File: src/hw/rtl/ts_pkg.sv
// Shared types and constants of the topological sort engine.
package ts_pkg;

    localparam int VID_W            = 6;
    localparam int OCNT_W           = 7;
    localparam int REQ_W            = 2;
    localparam int MAX_VERTICES_DEF = 64;

    localparam logic [REQ_W-1:0] REQ_ADD_VERTEX = 2'd0;
    localparam logic [REQ_W-1:0] REQ_ADD_EDGE   = 2'd1;
    localparam logic [REQ_W-1:0] REQ_RUN        = 2'd2;

    typedef enum logic [1:0] {
        ADDR_A,
        ADDR_IDX,
        ADDR_CUR
    } addr_sel_t;

    typedef struct packed {
        logic      capture;
        logic      add_vertex;
        logic      row_rd;
        addr_sel_t addr_sel;
        logic      row_set;
        logic      run_init;
        logic      acc_row;
        logic      zmask;
        logic      dec_row;
        logic      idx_inc;
        logic      idx_clr;
        logic      push;
        logic      fifo_rd;
        logic      emit;
        logic      finish;
    } cmd_t;

    typedef struct packed {
        logic [REQ_W-1:0] req_type;
        logic             idx_last;
        logic             fifo_empty;
        logic             out_free;
        logic             held_valid;
    } stat_t;

endpackage

File: src/hw/rtl/ts_ctrl.sv
// Sequencer of the topological sort engine: loads, indegree count, queue walk.
module ts_ctrl
(
    input  logic          clk,
    input  logic          rst_n,
    input  logic          in_valid,
    output logic          in_ready,
    input  ts_pkg::stat_t stat,
    output ts_pkg::cmd_t  cmd
);

    typedef enum logic [3:0] {
        S_IDLE,
        S_DISPATCH,
        S_EDGE_RD,
        S_EDGE_WR,
        S_INIT,
        S_CNT_RD,
        S_CNT_ACC,
        S_ZMASK,
        S_PUSH,
        S_POP,
        S_CUR,
        S_DEC,
        S_FINISH
    } state_t;

    state_t state_reg;
    state_t state_next;

    always_ff @(posedge clk or negedge rst_n)
    begin
        if (!rst_n)
        begin
            state_reg <= S_IDLE;
        end
        else
        begin
            state_reg <= state_next;
        end
    end

    assign in_ready = (state_reg == S_IDLE);

    always_comb
    begin
        cmd          = '0;
        cmd.addr_sel = ts_pkg::ADDR_A;
        state_next   = state_reg;
        case (state_reg)
            S_IDLE:
            begin
                if (in_valid)
                begin
                    cmd.capture = 1'b1;
                    state_next  = S_DISPATCH;
                end
            end
            S_DISPATCH:
            begin
                case (stat.req_type)
                    ts_pkg::REQ_ADD_VERTEX:
                    begin
                        cmd.add_vertex = 1'b1;
                        state_next     = S_IDLE;
                    end
                    ts_pkg::REQ_ADD_EDGE: state_next = S_EDGE_RD;
                    ts_pkg::REQ_RUN:      state_next = S_INIT;
                    default:              state_next = S_IDLE;
                endcase
            end
            S_EDGE_RD:
            begin
                cmd.row_rd   = 1'b1;
                cmd.addr_sel = ts_pkg::ADDR_A;
                state_next   = S_EDGE_WR;
            end
            S_EDGE_WR:
            begin
                cmd.row_set = 1'b1;
                state_next  = S_IDLE;
            end
            S_INIT:
            begin
                cmd.run_init = 1'b1;
                state_next   = S_CNT_RD;
            end
            S_CNT_RD:
            begin
                cmd.row_rd   = 1'b1;
                cmd.addr_sel = ts_pkg::ADDR_IDX;
                state_next   = S_CNT_ACC;
            end
            S_CNT_ACC:
            begin
                cmd.acc_row = 1'b1;
                if (stat.idx_last)
                begin
                    state_next = S_ZMASK;
                end
                else
                begin
                    cmd.idx_inc = 1'b1;
                    state_next  = S_CNT_RD;
                end
            end
            S_ZMASK:
            begin
                cmd.zmask   = 1'b1;
                cmd.idx_clr = 1'b1;
                state_next  = S_PUSH;
            end
            S_PUSH:
            begin
                cmd.push = 1'b1;
                if (stat.idx_last)
                begin
                    state_next = S_POP;
                end
                else
                begin
                    cmd.idx_inc = 1'b1;
                end
            end
            S_POP:
            begin
                if (stat.fifo_empty)
                begin
                    state_next = S_FINISH;
                end
                else
                begin
                    cmd.fifo_rd = 1'b1;
                    state_next  = S_CUR;
                end
            end
            S_CUR:
            begin
                // hold while a previous item still blocks the output register
                if (!stat.held_valid || stat.out_free)
                begin
                    cmd.emit     = 1'b1;
                    cmd.row_rd   = 1'b1;
                    cmd.addr_sel = ts_pkg::ADDR_CUR;
                    state_next   = S_DEC;
                end
            end
            S_DEC:
            begin
                cmd.dec_row = 1'b1;
                cmd.idx_clr = 1'b1;
                state_next  = S_PUSH;
            end
            S_FINISH:
            begin
                if (stat.out_free)
                begin
                    cmd.finish = 1'b1;
                    state_next = S_IDLE;
                end
            end
            default: state_next = S_IDLE;
        endcase
    end

endmodule

File: config.mk
export PLATFORM = sky130hd
export DESIGN_NAME = ts_ctrl
export DESIGN_NICKNAME = d
export VERILOG_FILES = /design/src/hw/rtl/ts_pkg.sv /design/src/hw/rtl/ts_ctrl.sv
export SDC_FILE = /design/constraint.sdc
export NUM_CORES = 1
export LEC_CHECK = 0
export ABC_CLOCK_PERIOD_IN_PS = 1600
export BUFFER_PORTS_ARGS = -buffer_cell sky130_fd_sc_hd__buf_2
export CAP_MARGIN = 15
export CORE_MARGIN = 2
export CORE_UTILIZATION = 30
export DETAILED_ROUTE_END_ITERATION = 6
export SYNTH_ARGS = -nofsm -noshare
export SYNTH_HDL_FRONTEND = slang
export SYNTH_SLANG_ARGS = --single-unit
File: constraint.sdc
create_clock -name clk -period 1.6 [get_ports clk]
set_input_delay 0.16 -clock clk [delete_from_list [all_inputs] [get_ports clk]]
set_output_delay 0.16 -clock clk [all_outputs]
set_load 0.02 [all_outputs]
==> results of run 1 <==
what timing repair did:
action / CTS / global route
buffers inserted: 1 / 2
hold buffers: 1 / 0
endpoints found under the hold margin: 4 / 0
endpoints found under the setup margin: 3 / 4
pin swaps: 0 / 1
gates resized for setup: 4 / 5
worst paths after layout:
check | startpoint | to | slack [ns] | cells past startpoint
worst max-delay path | state_reg[2] | cmd[14] | 0.01 | 3
worst min-delay path | rst_n | state_reg[0] | 0.25 | 2
worst max register to register | state_reg[2] | state_reg[1] | 0.28 | 4
worst min register to register | state_reg[3] | state_reg[3] | 0.58 | 2
max in group asynchronous | rst_n | state_reg[1] | 1.22 | 2
min in group clk | stat[2] | state_reg[2] | 0.28 | 3
layer usage:
layer | GRT usage | up-vias
met5 | 0 | -
met3 | 0.0304 | 4
met4 | 0.0968 | 0
li1 | - | 266
met2 | 0.241 | 23
met1 | 0.189 | 245
cell families after synthesis:
group                  share of synthesized area
AO/OA/AOI/OAI                              0.226
buffers and inverters                     0.0920
multiplexers                              0.0267
flip-flops                                 0.237
AND/OR/NAND/NOR                            0.418
area by class of cell:
class,count,area (sq um)
Multi-Input combinational cell,45,299
Sequential cell,4,104
Fill cell,144,633
Clock buffer,3,22.5
Tap cell,15,18.8
Inverter,2,7.51
Timing Repair Buffer,35,216
per-stage QoR:
| stage | setup WS (ns) | setup TNS, ns | util | total power [W] |
|---|---|---|---|---|
| global route | -0.0220 | -0.0220 | 0.513 | 0.00120 |
| CTS | 0.00181 | 0 | 0.481 | 0.00104 |
| global placement | 0.201 | 0 | 0.445 | 0.000886 |
| detailed placement | 0.192 | 0 | 0.445 | 0.000893 |
| floorplan | 0.0441 | 0 | - | 0.000686 |
| finish | 0.0143 | 0 | 0.513 | 0.00111 |
placed cells by master, fill, tap and decap left out:
cell type        n
a21oi_1          4
a21o_2           1
inv_1            2
buf_4            9
nor3_1           8
nor3b_1          1
or3_1            1
nand2_1          1
nor2_1           4
dfrtp_2          3
o31ai_1          1
dlygate4sd3_1    1
or4_4            1
dlymetal6s2s_1   1
o311a_1          1
mux2_2           1
buf_6            1
buf_2           23
dfrtp_1          1
clkbuf_4         3
or3b_1           1
a211o_1          1
nand2b_1         5
and2_1           1
a211oi_1         1
nor2b_1          1
o21ai_1          5
nand3_1          1
nand2b_2         1
a21o_1           1
nor2_4           1
nor3_2           1
nor4_4           1
power by group through the flow:
stage	registers, W	logic (W)	clock network [W]
final	0.000230	0.000757	0.000126
after global routing	0.000237	0.000828	0.000137
after CTS	0.000227	0.000688	0.000128
after detailed placement	0.000228	0.000665	0
after global placement	0.000225	0.000661	0
after floorplan	0.000173	0.000513	0
==> flow_metrics.env, run 1 <==
export IMPL_crit_family="simple AND/OR/NAND/NOR gates"
export IMPL_crit_path_end_kind="primary output"
export IMPL_drt_iter0_drc=6
export IMPL_synth_area_leaders="dfrtp_1, nor3_1, nand2b_1"
export IMPL_n_antenna_cell=0
export IMPL_irDropWorstVdd_mv=0.753
export IMPL_finalSetupViolCount=0
export IMPL_start_util=0.324
export IMPL_grt_use_total=0.153
export IMPL_die_area_sq_um=1720
export IMPL_dp_hpwl_um=878
export IMPL_ys_seq_elements=4
export IMPL_min_period_over_period=0.991
export IMPL_arrival_ns=1.43
export IMPL_ys_warn_count=0
export IMPL_power_density_nw_per_um2=1670
export IMPL_syn_nets=65
export IMPL_dr_wl_met3_um=79
export IMPL_yosys_top_cells_count="nor3_1, nand2b_1, o21ai_1"
export IMPL_met1_length_um=528
export IMPL_max_stage_delay_ns=0.54
export IMPL_finClkSkew_ns=0.00353
export IMPL_fmax_mhz=631
export IMPL_clkPwrFrac=0.113
export IMPL_crit_chain="or4_4, nor2_4, buf_6"
export IMPL_wl_met2_um=606
export IMPL_p_comb_frac=0.680
export IMPL_dr_pass1_iters=4
export IMPL_die_w_um=41.5
export IMPL_maxSlewHeadroom=0.816
export IMPL_power_leakage_nw=0.335
export IMPL_finalWeightedCongestion=0.723
export IMPL_post_synth_cell_area_avg_sq_um=7.53
export IMPL_path_buf_inv=1
export IMPL_p_int_w=0.000568
export IMPL_final_cell_count_no_fill=104
export IMPL_htree_levels=1
export IMPL_largest_register_ff_count=4
export IMPL_grt_setup_unrepaired="true"
export IMPL_worst_slew_pin_slew_ns=0.276
export IMPL_crit_type="register to primary output"
export IMPL_route_detailed_drc=0
export IMPL_port_buffers=25
export IMPL_highest_layer="met4"
export IMPL_cts_buffers=3
export IMPL_post_dp_cell_area_sq_um=579
export IMPL_yosysSeqAreaShare=0.237
export IMPL_area_growth_pct=58.5
export IMPL_fin_nets=100
export IMPL_netlist_area_sq_um=422
export IMPL_status="finished, final reports clean"
export IMPL_hold_ws_ns=0.253
export IMPL_core_rowCount=13
export IMPL_grt_start_max_net_pins=13
export IMPL_finalHoldViolCount=0
export IMPL_hold_path_class="input pin to asynchronous set/reset pin"
export IMPL_core_sq_um=1300
export IMPL_yosys_area_top_type="dfrtp_1"
export IMPL_synth_most_common_cell="nor3_1"
export IMPL_critPathLaunchType="register"
export IMPL_sw_frac_of_total=0.489
export IMPL_vias=538
export IMPL_die_h_um=41.5
export IMPL_synthArstFlopShare=1.00
export IMPL_synth_top_flop_cell="dfrtp_1"
export IMPL_detail_route_vias_per_cell=5.17
export IMPL_ant_nets=0
export IMPL_wl_per_cell_um=11.9
export IMPL_netSwitchingPower_w=0.000544
export IMPL_crit_fanout=6
export IMPL_cp_required_ns=1.44
export IMPL_fin_crit_ns=1.59
export IMPL_io_pins=26
export IMPL_seqPwrFrac=0.207
export IMPL_placed_cells=97
export IMPL_antenna_found_initial=0
export IMPL_drive_gt1_frac=0.517
export IMPL_clockBufferDepth=2
export IMPL_wl_um=1230
export IMPL_cts_sinks=4
export IMPL_cts_tree="yes"
export IMPL_synth_cell_types=27
export IMPL_synthCells=56
export IMPL_grt_first_pass_wirelength_um=2090
export IMPL_clk_pin_slew_ns=0.04
export IMPL_synth_top_area_frac=0.237
export IMPL_cap_violations=0
export IMPL_fin_area_sq_um=668
export IMPL_slew_violations=0
export IMPL_critPathSlowestCell="or4_4"
export IMPL_cts_root_buf="clkbuf_4"
export IMPL_synth_edf_count=0
export IMPL_grt_pass1_vias=470
export IMPL_grt_ovfl_total=0
export IMPL_clk_latency_ns=0.24
No activity file was read; power rests on OpenSTA's default activity.
==> run 2, diff against run 1 <==
- ABC_CLOCK_PERIOD_IN_PS: 1600 -> 1400
- clock period: 1.6 -> 1.4 ns (I/O delays scaled with it)
==> run 2 against run 1 <==
  * The run now ends with setup timing left
  * Critical path depth grew 1
  * Non-clock buffer count up 6
  * Routed wire length rose by 26%
  * Clock skew about the same
  * Sequential share of layout area shrank 4.1 points
  * Worst setup slack got worse by 0.20 ns
  * Sequential power rose by 14%
  * Worst hold slack lost 0.023 ns
  * Clock power rose by 20%
  * Core utilization is 18 points higher
  * Critical path type unchanged
  * Largest power group unchanged
  * Highest routed layer unchanged
==> flow_metrics.env, run 2 (synthesis results as in run 1) <==
export IMPL_finClkSkew_ns=0.00382
export IMPL_ant_nets=0
export IMPL_vias=573
export IMPL_final_cell_mix="buf_6, buf_4, buf_2, o21ai_1"
export IMPL_cts_sinks=4
export IMPL_sw_frac_of_total=0.477
export IMPL_violations="setup timing"
export IMPL_htree_levels=1
export IMPL_die_w_um=41.5
export IMPL_crit_path_end_kind="primary output"
export IMPL_clk_latency_ns=0.24
export IMPL_grt_first_pass_wirelength_um=2340
export IMPL_dr_pass1_iters=4
export IMPL_clk_pin_slew_ns=0.04
export IMPL_wl_um=1560
export IMPL_drt_iter0_drc=2
export IMPL_cts_buffers=3
export IMPL_crit_type="register to primary output"
export IMPL_p_int_w=0.000904
export IMPL_slew_violations=0
export IMPL_grt_pass1_vias=545
export IMPL_die_h_um=41.5
export IMPL_wl_per_cell_um=14.1
export IMPL_irDropWorstVdd_mv=1.05
export IMPL_core_rowCount=13
export IMPL_netSwitchingPower_w=0.000825
export IMPL_cts_root_buf="clkbuf_4"
export IMPL_n_antenna_cell=0
export IMPL_finalWeightedCongestion=0.735
export IMPL_hold_path_class="input pin to asynchronous set/reset pin"
export IMPL_worst_slew_pin_slew_ns=0.355
export IMPL_critPathLaunchType="register"
export IMPL_grt_setup_unrepaired="true"
export IMPL_p_comb_frac=0.760
export IMPL_status="finished, violations left"
export IMPL_crit_fanout=5
export IMPL_route_detailed_drc=0
export IMPL_power_leakage_nw=0.405
export IMPL_seqPwrFrac=0.152
export IMPL_cp_required_ns=1.26
export IMPL_min_period_over_period=1.13
export IMPL_fmax_mhz=630
export IMPL_power_density_nw_per_um2=1910
export IMPL_die_area_sq_um=1720
export IMPL_worst_slack_ns=-0.187
export IMPL_cts_tree="yes"
export IMPL_largest_register_ff_count=4
export IMPL_io_pins=26
export IMPL_grt_use_total=0.173
export IMPL_clockBufferDepth=2
export IMPL_antenna_found_initial=0
export IMPL_grt_ovfl_total=0
export IMPL_hold_ws_ns=0.230
export IMPL_maxSlewHeadroom=0.763
export IMPL_drive_gt1_frac=0.705
export IMPL_area_growth_pct=115
export IMPL_grt_start_max_net_pins=10
export IMPL_clkPwrFrac=0.087
export IMPL_r2r_slack_ns=0.10
export IMPL_placed_cells=101
export IMPL_finalSetupViolCount=9
export IMPL_finalHoldViolCount=0
export IMPL_fin_nets=106
export IMPL_dp_hpwl_um=898
export IMPL_port_buffers=25
export IMPL_core_sq_um=1300
export IMPL_mostFrequentLayoutCell="buf_6"
export IMPL_cap_violations=0
export IMPL_setup_tns_ns=-0.704
export IMPL_fin_crit_ns=1.59
export IMPL_final_cell_count_no_fill=110
export IMPL_detail_route_vias_per_cell=5.21
export IMPL_start_util=0.324
export IMPL_arrival_ns=1.45
==> run 2: power by group through the flow <==
stage / clock [W] / combinational [W] / sequential [W]
3_3_place_gp: 0 / 0.000869 / 0.000230
2_1_floorplan: 0 / 0.000613 / 0.000201
6_report: 0.000151 / 0.00131 / 0.000263
4_1_cts: 0.000154 / 0.00106 / 0.000251
3_5_place_dp: 0 / 0.000865 / 0.000234
5_1_grt: 0.000160 / 0.00140 / 0.000273
==> run 2: worst max-delay path: stages (launching register included) <==
cell     delay, ns
dfrtp_2       0.44
buf_6         0.13
or4_4         0.42
nor2_4        0.10
buf_6         0.12
==> run 2: path summary, 6_finish.rpt <==
check                             start      endpoint  cells past startpoint
min in group clk                stat[5]  state_reg[1]                      3
min                               rst_n  state_reg[3]                      2
max reg2reg                state_reg[3]  state_reg[1]                      5
min reg2reg                state_reg[3]  state_reg[0]                      2
max in group asynchronous         rst_n  state_reg[1]                      2
max                        state_reg[3]       cmd[14]                      4
==> run 2: final cells by class <==
cell class                      instances  area [sq um]
Timing Repair Buffer                   41           343
Sequential cell                         4           104
Inverter                                2          7.51
Multi-Input combinational cell         45           412
Clock buffer                            3          22.5
Tap cell                               15          18.8
Fill cell                             106           394
==> run 2: per-stage QoR <==
stage,power (W),cell area [sq um],utilization,setup WS [ns]
final,0.00173,907,0.697,-0.187
after global routing,0.00183,907,0.697,-0.228
after CTS,0.00146,771,0.592,-0.146
after detailed placement,0.00110,618,0.475,0.0820
after global placement,0.00110,618,0.475,0.0943
after floorplan,0.000814,430,-,-0.0106
==> run 2: per-layer routing <==
metal  up-vias  GRT usage  wire (um)
li1        279          -          -
met5         -          0          0
met2        12      0.313        825
met1       277      0.185        652
met4         0      0.116         35
met3         5     0.0217         43
==> run 2: timing repair <==
item                       CTS  global route
setup endpoints to repair   15            17
buffers inserted             3             4
hold buffers                 1             0
hold endpoints to repair     4             0
gates resized for setup     27            32
pin swaps                    2             4
